--- config.mk ---
export PLATFORM = sky130hd
export DESIGN_NAME = beep_and_siren_pattern_generator_flat
export DESIGN_NICKNAME = d
export VERILOG_FILES = /design/src/design/bsp_pkg.sv /design/src/design/bsp_in_if.sv /design/src/design/bsp_out_if.sv /design/src/design/beep_and_siren_pattern_generator.sv /design/src/flat_wrapper.sv
export SDC_FILE = /design/constraint.sdc
export NUM_CORES = 1
export LEC_CHECK = 0
export ABC_AREA = 1
export BUFFER_PORTS_ARGS = -buffer_cell sky130_fd_sc_hd__buf_4
export CAP_MARGIN = 30
export CORE_ASPECT_RATIO = 1.25
export CORE_MARGIN = 1.5
export CORE_UTILIZATION = 55
export DETAILED_ROUTE_END_ITERATION = 8
export MAX_ROUTING_LAYER = met4
export PLACE_DENSITY = 0.84
export SLEW_MARGIN = 10
export SYNTH_ARGS = -nofsm -noshare
export SYNTH_HDL_FRONTEND = slang
export SYNTH_SLANG_ARGS = --single-unit
--- constraint.sdc ---
create_clock -name clk -period 2.8 [get_ports clk]
set_input_delay 0.28 -clock clk [delete_from_list [all_inputs] [get_ports clk]]
set_output_delay 0.28 -clock clk [all_outputs]
set_load 0.1 [all_outputs]
--- src/design/bsp_pkg.sv ---
// shared types and constants for the beep and siren pattern generator
// no dependencies; compiled first
package bsp_pkg;

    localparam int CFG_IDX_W  = 3;
    localparam int CFG_DATA_W = 24;

    // register indexes on the configuration port
    localparam logic [CFG_IDX_W-1:0] REG_ALARM_FREQ   = 3'd0;
    localparam logic [CFG_IDX_W-1:0] REG_PUMP_FREQ    = 3'd1;
    localparam logic [CFG_IDX_W-1:0] REG_SIREN_FREQ   = 3'd2;
    localparam logic [CFG_IDX_W-1:0] REG_BEEP_ON      = 3'd3;
    localparam logic [CFG_IDX_W-1:0] REG_BEEP_GAP     = 3'd4;
    localparam logic [CFG_IDX_W-1:0] REG_SIREN_LENGTH = 3'd5;
    localparam logic [CFG_IDX_W-1:0] REG_SIREN_HALF   = 3'd6;

    // register reset values
    localparam logic [15:0] RST_ALARM_FREQ   = 16'd2000;
    localparam logic [15:0] RST_PUMP_FREQ    = 16'd1000;
    localparam logic [15:0] RST_BEEP_ON      = 16'd100;
    localparam logic [15:0] RST_BEEP_GAP     = 16'd100;
    localparam logic [23:0] RST_SIREN_LENGTH = 24'd10000;
    localparam logic [15:0] RST_SIREN_HALF   = 16'd500;

    localparam logic [15:0] SAT16 = 16'hFFFF;
    localparam logic [23:0] SAT24 = 24'hFF_FFFF;

    // command opcodes
    localparam logic [1:0] OP_TICK        = 2'd0;
    localparam logic [1:0] OP_BEEP        = 2'd1;
    localparam logic [1:0] OP_SIREN_START = 2'd2;
    localparam logic [1:0] OP_SIREN_STOP  = 2'd3;

    // beep source devices
    localparam logic [1:0] DEV_ALARM = 2'd0;
    localparam logic [1:0] DEV_PUMP  = 2'd1;

    typedef struct packed {
        logic [1:0] op;
        logic [1:0] device;
        logic       turned_on;
        logic [5:0] pin;
    } cmd_item_t;

    typedef struct packed {
        logic        beep_accepted;
        logic        beep_busy;
        logic        beep_sounding;
        logic [5:0]  beep_pin_out;
        logic [15:0] beep_freq_out;
        logic        siren_active;
        logic        siren_sounding;
        logic [5:0]  siren_pin_out;
    } result_item_t;

endpackage

--- src/design/bsp_in_if.sv ---
// command channel: valid/ready handshake carrying one command beat
// depends on bsp_pkg
interface bsp_in_if;
    import bsp_pkg::*;

    logic      valid;
    logic      ready;
    cmd_item_t payload;

    modport source (output valid, output payload, input ready);
    modport sink (input valid, input payload, output ready);
endinterface

--- src/design/bsp_out_if.sv ---
// result channel: valid/ready handshake carrying one result beat
// depends on bsp_pkg
interface bsp_out_if;
    import bsp_pkg::*;

    logic         valid;
    logic         ready;
    result_item_t payload;

    modport source (output valid, output payload, input ready);
    modport sink (input valid, input payload, output ready);
endinterface

--- src/design/beep_and_siren_pattern_generator.sv ---
// beep and siren pattern generator, top level
// depends on bsp_pkg, bsp_in_if, bsp_out_if
//
// usage
//   cmd carries one command beat: a 1 ms tick, a beep request, siren start
//   or siren stop. every accepted command beat yields exactly one result beat
//   on result, showing the beep and siren state after that command.
//   the configuration port (cfg_we, cfg_index, cfg_data) writes the tone,
//   timing and length registers; write only while no result is pending.
// timing and throughput
//   a command beat is applied to the state registers at the edge that
//   accepts it; its result is registered in the output register, or in the skid
//   register while that holds a beat. one command beat per cycle is sustained unless cmd.ready is low.
// stall behavior
//   results sit in an output register backed by a one-entry skid register,
//   so one more command is taken while a result waits; cmd.ready drops only
//   when both are full, and nothing is dropped or repeated.
// reset
//   rst_n clears all beep and siren state, empties the result buffer and
//   loads the register defaults (alarm 2000 Hz, pump 1000 Hz, 100 ms beep,
//   100 ms gap, 10000 ms siren length, 500 ms half period).
module beep_and_siren_pattern_generator (
    input  logic                           clk,
    input  logic                           rst_n,
    bsp_in_if.sink                         cmd,
    bsp_out_if.source                      result,
    input  logic                           cfg_we,
    input  logic [bsp_pkg::CFG_IDX_W-1:0]  cfg_index,
    input  logic [bsp_pkg::CFG_DATA_W-1:0] cfg_data
);
    import bsp_pkg::*;

    // configuration registers (siren tone is not shown on any result field,
    // so its writes are taken and dropped)
    logic [15:0] alarm_freq_reg;
    logic [15:0] pump_freq_reg;
    logic [15:0] beep_on_reg;
    logic [15:0] beep_gap_reg;
    logic [23:0] siren_length_reg;
    logic [15:0] siren_half_reg;

    // beep sequencer state
    logic        beep_running_reg, beep_running_next;
    logic        beep_tone_reg, beep_tone_next;
    logic [1:0]  beeps_done_reg, beeps_done_next;
    logic [1:0]  beeps_wanted_reg, beeps_wanted_next;
    logic [15:0] beep_freq_reg, beep_freq_next;
    logic [5:0]  beep_pin_reg, beep_pin_next;
    logic [15:0] beep_phase_reg, beep_phase_next;

    // siren state
    logic        siren_running_reg, siren_running_next;
    logic        siren_tone_reg, siren_tone_next;
    logic [23:0] siren_elapsed_reg, siren_elapsed_next;
    logic [15:0] siren_toggle_reg, siren_toggle_next;
    logic [5:0]  siren_pin_reg, siren_pin_next;

    // result buffer: output register plus skid register
    logic         out_valid_reg, out_valid_next;
    logic         skid_valid_reg, skid_valid_next;
    result_item_t out_data_reg, out_data_next;
    result_item_t skid_data_reg, skid_data_next;

    cmd_item_t    item;
    result_item_t res;
    logic         in_fire;
    logic         out_fire;
    logic         accepted;
    logic [15:0]  phase_inc;
    logic [15:0]  toggle_inc;
    logic [23:0]  elapsed_inc;
    logic [1:0]   done_inc;

    assign item     = cmd.payload;
    assign cmd.ready = !skid_valid_reg;
    assign in_fire  = cmd.valid && cmd.ready;
    assign out_fire = out_valid_reg && result.ready;

    assign result.valid   = out_valid_reg;
    assign result.payload = out_data_reg;

    // saturating counters and the plain beep count increment
    assign phase_inc   = (beep_phase_reg == SAT16) ? SAT16 : beep_phase_reg + 16'd1;
    assign toggle_inc  = (siren_toggle_reg == SAT16) ? SAT16 : siren_toggle_reg + 16'd1;
    assign elapsed_inc = (siren_elapsed_reg == SAT24) ? SAT24 : siren_elapsed_reg + 24'd1;
    assign done_inc    = beeps_done_reg + 2'd1;

    // command decode and next state
    always_comb
    begin
        beep_running_next  = beep_running_reg;
        beep_tone_next     = beep_tone_reg;
        beeps_done_next    = beeps_done_reg;
        beeps_wanted_next  = beeps_wanted_reg;
        beep_freq_next     = beep_freq_reg;
        beep_pin_next      = beep_pin_reg;
        beep_phase_next    = beep_phase_reg;
        siren_running_next = siren_running_reg;
        siren_tone_next    = siren_tone_reg;
        siren_elapsed_next = siren_elapsed_reg;
        siren_toggle_next  = siren_toggle_reg;
        siren_pin_next     = siren_pin_reg;
        accepted           = 1'b0;

        case (item.op)
            OP_TICK:
            begin
                // beep step runs before the siren step
                if (beep_running_reg)
                begin
                    if (beep_tone_reg)
                    begin
                        if (phase_inc >= beep_on_reg)
                        begin
                            beep_tone_next  = 1'b0;
                            beep_phase_next = 16'd0;
                            beeps_done_next = done_inc;
                            if (done_inc >= beeps_wanted_reg)
                            begin
                                beep_running_next = 1'b0;
                            end
                        end
                        else
                        begin
                            beep_phase_next = phase_inc;
                        end
                    end
                    else if (beeps_done_reg == 2'd0)
                    begin
                        // first tick after the request starts the first beep
                        beep_tone_next  = 1'b1;
                        beep_phase_next = 16'd0;
                    end
                    else if (phase_inc >= beep_gap_reg)
                    begin
                        beep_tone_next  = 1'b1;
                        beep_phase_next = 16'd0;
                    end
                    else
                    begin
                        beep_phase_next = phase_inc;
                    end
                end

                siren_pin_next = item.pin;
                if (siren_running_reg)
                begin
                    siren_elapsed_next = elapsed_inc;
                    if (elapsed_inc >= siren_length_reg)
                    begin
                        siren_running_next = 1'b0;
                        siren_tone_next    = 1'b0;
                    end
                    else if (toggle_inc >= siren_half_reg)
                    begin
                        siren_tone_next   = !siren_tone_reg;
                        siren_toggle_next = 16'd0;
                    end
                    else
                    begin
                        siren_toggle_next = toggle_inc;
                    end
                end
            end
            OP_BEEP:
            begin
                if (!siren_running_reg && !beep_running_reg &&
                    (item.device == DEV_ALARM || item.device == DEV_PUMP))
                begin
                    if (item.device == DEV_ALARM)
                    begin
                        beep_freq_next    = alarm_freq_reg;
                        beeps_wanted_next = item.turned_on ? 2'd2 : 2'd1;
                    end
                    else
                    begin
                        beep_freq_next    = pump_freq_reg;
                        beeps_wanted_next = item.turned_on ? 2'd1 : 2'd2;
                    end
                    beep_running_next = 1'b1;
                    beep_pin_next     = item.pin;
                    beeps_done_next   = 2'd0;
                    beep_tone_next    = 1'b0;
                    beep_phase_next   = 16'd0;
                    accepted          = 1'b1;
                end
            end
            OP_SIREN_START:
            begin
                // toggle counter starts saturated so the first tick turns the tone on, unless the siren ends on it
                if (!siren_running_reg)
                begin
                    siren_running_next = 1'b1;
                    siren_elapsed_next = 24'd0;
                    siren_toggle_next  = SAT16;
                    siren_tone_next    = 1'b0;
                end
            end
            OP_SIREN_STOP:
            begin
                siren_running_next = 1'b0;
                siren_tone_next    = 1'b0;
                siren_pin_next     = item.pin;
            end
            default:
            begin
                siren_pin_next = siren_pin_reg;
            end
        endcase
    end

    // result built from the post-command state
    always_comb
    begin
        res.beep_accepted  = accepted;
        res.beep_busy      = beep_running_next;
        res.beep_sounding  = beep_tone_next;
        res.beep_pin_out   = beep_pin_next;
        res.beep_freq_out  = beep_freq_next;
        res.siren_active   = siren_running_next;
        res.siren_sounding = siren_tone_next;
        res.siren_pin_out  = siren_pin_next;
    end

    // result buffer control
    always_comb
    begin
        out_valid_next  = out_valid_reg;
        skid_valid_next = skid_valid_reg;
        out_data_next   = out_data_reg;
        skid_data_next  = skid_data_reg;
        if (out_fire)
        begin
            if (skid_valid_reg)
            begin
                out_data_next   = skid_data_reg;
                skid_valid_next = 1'b0;
            end
            else
            begin
                out_valid_next = 1'b0;
            end
        end
        if (in_fire)
        begin
            if (!out_valid_next)
            begin
                out_data_next  = res;
                out_valid_next = 1'b1;
            end
            else
            begin
                skid_data_next  = res;
                skid_valid_next = 1'b1;
            end
        end
    end

    // configuration registers
    always_ff @(posedge clk or negedge rst_n)
    begin
        if (!rst_n)
        begin
            alarm_freq_reg   <= RST_ALARM_FREQ;
            pump_freq_reg    <= RST_PUMP_FREQ;
            beep_on_reg      <= RST_BEEP_ON;
            beep_gap_reg     <= RST_BEEP_GAP;
            siren_length_reg <= RST_SIREN_LENGTH;
            siren_half_reg   <= RST_SIREN_HALF;
        end
        else if (cfg_we)
        begin
            case (cfg_index)
                REG_ALARM_FREQ:   alarm_freq_reg   <= cfg_data[15:0];
                REG_PUMP_FREQ:    pump_freq_reg    <= cfg_data[15:0];
                REG_SIREN_FREQ:   alarm_freq_reg   <= alarm_freq_reg;
                REG_BEEP_ON:      beep_on_reg      <= cfg_data[15:0];
                REG_BEEP_GAP:     beep_gap_reg     <= cfg_data[15:0];
                REG_SIREN_LENGTH: siren_length_reg <= cfg_data;
                REG_SIREN_HALF:   siren_half_reg   <= cfg_data[15:0];
                default:          siren_half_reg   <= siren_half_reg;
            endcase
        end
    end

    // beep and siren state, advanced on each accepted command beat
    always_ff @(posedge clk or negedge rst_n)
    begin
        if (!rst_n)
        begin
            beep_running_reg  <= 1'b0;
            beep_tone_reg     <= 1'b0;
            beeps_done_reg    <= 2'd0;
            beeps_wanted_reg  <= 2'd0;
            beep_freq_reg     <= 16'd0;
            beep_pin_reg      <= 6'd0;
            beep_phase_reg    <= 16'd0;
            siren_running_reg <= 1'b0;
            siren_tone_reg    <= 1'b0;
            siren_elapsed_reg <= 24'd0;
            siren_toggle_reg  <= 16'd0;
            siren_pin_reg     <= 6'd0;
        end
        else if (in_fire)
        begin
            beep_running_reg  <= beep_running_next;
            beep_tone_reg     <= beep_tone_next;
            beeps_done_reg    <= beeps_done_next;
            beeps_wanted_reg  <= beeps_wanted_next;
            beep_freq_reg     <= beep_freq_next;
            beep_pin_reg      <= beep_pin_next;
            beep_phase_reg    <= beep_phase_next;
            siren_running_reg <= siren_running_next;
            siren_tone_reg    <= siren_tone_next;
            siren_elapsed_reg <= siren_elapsed_next;
            siren_toggle_reg  <= siren_toggle_next;
            siren_pin_reg     <= siren_pin_next;
        end
    end

    // result buffer valid flags
    always_ff @(posedge clk or negedge rst_n)
    begin
        if (!rst_n)
        begin
            out_valid_reg  <= 1'b0;
            skid_valid_reg <= 1'b0;
        end
        else
        begin
            out_valid_reg  <= out_valid_next;
            skid_valid_reg <= skid_valid_next;
        end
    end

    // result buffer payload, no reset needed
    always_ff @(posedge clk)
    begin
        out_data_reg  <= out_data_next;
        skid_data_reg <= skid_data_next;
    end

`ifndef SYNTHESIS
    // skid entry is only ever filled behind a full output register
    a_skid_behind_out: assert property (@(posedge clk) disable iff (!rst_n)
        skid_valid_reg |-> out_valid_reg)
        else $error("skid register holds a beat while output register is empty");

    // a running sequence has fewer finished beeps than requested
    a_beep_count: assert property (@(posedge clk) disable iff (!rst_n)
        beep_running_reg |-> (beeps_done_reg < beeps_wanted_reg))
        else $error("beep sequence running past its beep count");

    // beep tone only sounds inside a running sequence
    a_beep_tone: assert property (@(posedge clk) disable iff (!rst_n)
        beep_tone_reg |-> beep_running_reg)
        else $error("beep tone driven with no sequence running");

    // siren tone only sounds while the siren runs
    a_siren_tone: assert property (@(posedge clk) disable iff (!rst_n)
        siren_tone_reg |-> siren_running_reg)
        else $error("siren tone driven while siren is stopped");

    // after an accepted command the output register holds a result on the next cycle
    a_result_follows: assert property (@(posedge clk) disable iff (!rst_n)
        in_fire |=> out_valid_reg)
        else $error("accepted command produced no pending result");
`endif

endmodule

--- src/flat_wrapper.sv ---
// flat-port wrapper written by rule: the top's interface ports become plain ports
module beep_and_siren_pattern_generator_flat import bsp_pkg::*;
  (clk, rst_n, cfg_we, cfg_index, cfg_data, cmd_valid, cmd_payload, cmd_ready, result_valid, result_payload, result_ready);
  bsp_in_if cmd_i ();
  bsp_out_if result_i ();
  input  logic clk;
  input  logic rst_n;
  input  logic cfg_we;
  input  logic [bsp_pkg::CFG_IDX_W-1:0] cfg_index;
  input  logic [bsp_pkg::CFG_DATA_W-1:0] cfg_data;
  input wire logic [$bits(cmd_i.valid)-1:0] cmd_valid;
  input wire logic [$bits(cmd_i.payload)-1:0] cmd_payload;
  output wire logic [$bits(cmd_i.ready)-1:0] cmd_ready;
  output wire logic [$bits(result_i.valid)-1:0] result_valid;
  output wire logic [$bits(result_i.payload)-1:0] result_payload;
  input wire logic [$bits(result_i.ready)-1:0] result_ready;
  assign cmd_i.valid = cmd_valid;
  assign cmd_i.payload = cmd_payload;
  assign cmd_ready = cmd_i.ready;
  assign result_valid = result_i.valid;
  assign result_payload = result_i.payload;
  assign result_i.ready = result_ready;
  beep_and_siren_pattern_generator u_core (.clk(clk), .rst_n(rst_n), .cmd(cmd_i), .result(result_i), .cfg_we(cfg_we), .cfg_index(cfg_index), .cfg_data(cfg_data));
endmodule
==> impl_metrics.toml <==
[drt]
vias_per_cell = 5.819
dr_total_vias = 13670
wl_um = 43370
wl_per_cell_um = 18.45
drcViolationCount = 0
drtAntennaViolNets = 0
drt_iter0_drc = 1365
dr.pass1.iters = 8

[flow_run]
drv_cap = 0

[critical_path]
startpoint_type = "register"
cp_cell_sequence = "ha_2 > nand2_4 > nor3_4 > inv_2 > nor2_4 > nand3b_4 > nor3_4 > clkinv_4 > buf_12 > nand3_2 > ha_1 > nand2_1 > inv_1 > o21ai_0 > nand2_1 > nor2_4 > nand2_2 > nor2_4 > o21ai_4 > clkbuf_16 > o21ai_1"
path_class = "register to register"
cp.required_ns = 3.25
rr_worst_depth = 21
r2r_setup_slack_ns = -0.76
r2r-end = "u_core.siren_toggle_reg[12]"
r2r-start = "u_core.siren_elapsed_reg[1]"
arrival_ns = 4.00
crit_slowest_cell = "dfrtp_1"
crit_top_cell = "nor2_4"
critPathMaxFanout = 8
crit_path_end_kind = "register"
critical-path-max-stage-delay_ns = 0.38

[logic_synthesis]
synth_flop_cell = "dfrtp_1"
synth_top_area_cell = "dfrtp_1"
synth_cells = 1753
avgSynthCellArea_um2 = 8.056
synth.distinct_cells = 54
synthArstFlopShare = 0.7500
synth.top_cell.area_share = 0.2995
netlist_area_mm2 = 0.01412
ys_ff_latch = 264
synth_warnings = 0
synth.area.top_cells = "dfrtp_1 30%, nand2_1 13%, ha_1 7.2%"
synth_common_cells = "483 x nand2_1, 233 x inv_1, 179 x o21ai_0"
syn_nets = 1877
yosysMostFrequentCell = "nand2_1"
seq_area_frac_synth = 0.4704
synth-edff-count = 33

[clock_network]
h-tree-depth = 1
clockBufferDepth = 3
numCtsBuffers = 26
clock_latency_ns = 0.55
cts_tree = "done"
clock_sinks = 264
root_buffer = "clkbuf_16"
cts.reportedPaths.clkPinSlew_ns = 0.07

[global_routing]
grt_pass1_wl_um = 64580
grt_antenna_before_repair = 1
grt_overflow = 0
grt_pass1_vias = 13040
grtUsageTotal = 0.3075
grt_max_degree = 71

[place]
portBuffers = 77
dp.final_hpwl_um = 25630
gp_congestion = 0.9384

[sta]
worst_slack_ns = -0.7573
rsz0062_at_grt = "true"
fmax_ghz = 0.2811
hold_viol = 1
setup_viol_count_final = 46
tightest_slew_ns = 0.5865
finClkSkew_ns = 0.01751
finalCritPeriodShare = 1.270
min_period_ns = 3.557
slew_violations = 0
whs_ns = -0.01646
slew_headroom = 0.6064

[worst_hold_path]
holdPathStages = 3
worstHoldPathType = "input port to register"
whs_endpoint = "u_core.siren_length_reg[16]"
min-delay-start = "cfg_data[16]"

[finish]
drive_gt1_frac = 0.2890
synthToLayoutAreaGrowth_pct = 31.53
fin_nets = 2118
seq_area_mm2 = 0.006643
finish.utilization = 0.7368
multi_input_area_mm2 = 0.007348
nFillCells = 1606

[die]
rows = 65
pin_count = 78
start_util = 0.5601
die_x_um = 146.3
die_h_um = 182.2
core_area_mm2 = 0.02521
dieArea_mm2 = 0.02665

[power]
power.leakage_nw = 9.138
power.density_mw_per_mm2 = 1069
p_total_mw = 19.87
ir_drop_mv = 0.6558

[run_status]
violations = "hold timing, setup timing"
outcome = "complete, but fails checks"
-- cell families after synthesis --
family	synth area share
simple gates	0.2234
compound gates	0.1306
buf+inv	0.08479
flops	0.4704
fa+ha+maj	0.07176
mux	0.01356
xor+xnor	0.005581
-- metrics by stage --
| step | hold WS [ns] | worst slack [ns] | std cells | cell area (µm²) | TNS (ns) |
|---|---|---|---|---|---|
| 4_1_cts | 0.0004286 | -0.3552 | 2315 | 17700 | -10.91 |
| 3_5_place_dp | 0.2575 | -0.3881 | 2246 | 16040 | -16.05 |
| 6_report | -0.01646 | -0.7573 | 2350 | 18580 | -27.71 |
| 3_3_place_gp | 0.2527 | -0.2675 | 2246 | 16040 | -11.16 |
| 5_1_grt | -0.02300 | -0.8694 | 2350 | 18580 | -32.61 |
| 2_1_floorplan | -0.01559 | -0.1136 | 1753 | 14170 | -1.772 |
-- metal layers --
layer | global-route usage | vias to the layer above | wire (µm)
met5 | - | - | 0
met4 | 0.1564 | 0 | 3087
met3 | 0.04775 | 259 | 3394
met2 | 0.5132 | 796 | 20850
met1 | 0.3615 | 6438 | 16040
li1 | - | 6181 | -
-- layout by cell type, fill, tap and decap left out, types with 9 or more instances in the layout --
cell / count
nand2_2: 30
buf_6: 11
nand3_4: 14
clkbuf_16: 30
dfstp_2: 29
inv_2: 17
nand4_1: 12
nor3_1: 14
o21ai_0: 167
o21ai_1: 46
a21oi_1: 31
dfrtp_1: 169
mux2_2: 17
ha_4: 22
nor2_4: 9
nor2_1: 90
inv_1: 227
ha_1: 57
nand2_1: 451
buf_4: 240
a21oi_2: 11
a31oi_1: 25
nand3_1: 30
nand3_2: 37
buf_12: 9
o21ai_2: 25
dfxtp_1: 33
edfxtp_1: 33
-- worst max-delay path: cells and delay by family, from the launching register on --
| family | cells | cell delay, ns |
|---|---|---|
| compound gates | 3 | 0.62 |
| fa+ha+maj | 2 | 0.47 |
| buf+inv | 5 | 0.61 |
| flops | 1 | 0.38 |
| simple gates | 11 | 1.34 |
-- cell type report --
| type | instances | area share |
|---|---|---|
| antenna | 1 | 0.0001347 |
| clock buffer | 33 | 0.03974 |
| clock inverter | 15 | 0.008218 |
| inverter | 246 | 0.05005 |
| multi-input combinational | 1183 | 0.3956 |
| sequential | 264 | 0.3576 |
| tap | 335 | 0.02257 |
| timing repair buffer | 273 | 0.1261 |
-- timing repair --
action                                 in CTS  in global routing
pin swaps                                  42                 57
buffers inserted                           15                 27
hold buffers                                5                  0
setup endpoints to repair                  46                 46
resized for setup                         121                104
endpoints found under the hold margin      42                  0
gates cloned                                2                  4
-- worst max-delay path by stage --
stage / to / from / depth (start not counted) / slack [ns]
6_report: u_core.siren_toggle_reg[12] / u_core.siren_elapsed_reg[1] / 21 / -0.76
3_5_place_dp: u_core.siren_toggle_reg[6] / u_core.siren_elapsed_reg[1] / 21 / -0.39
2_1_floorplan: u_core.siren_toggle_reg[0] / u_core.siren_elapsed_reg[0] / 23 / -0.11
5_1_grt: u_core.siren_toggle_reg[10] / u_core.siren_elapsed_reg[1] / 22 / -0.87
4_1_cts: u_core.siren_toggle_reg[13] / u_core.siren_elapsed_reg[1] / 22 / -0.36
3_3_place_gp: u_core.skid_data_reg[6] / u_core.siren_toggle_reg[0] / 17 / -0.27
-- power breakdown --
part	total (mW)	switching (mW)	internal, mW
clock	3.63	1.57	2.06
combinational	10.2	6.57	3.64
sequential	6.02	0.787	5.24
total	19.9	8.92	10.9
(Power assumes the default switching activity.)
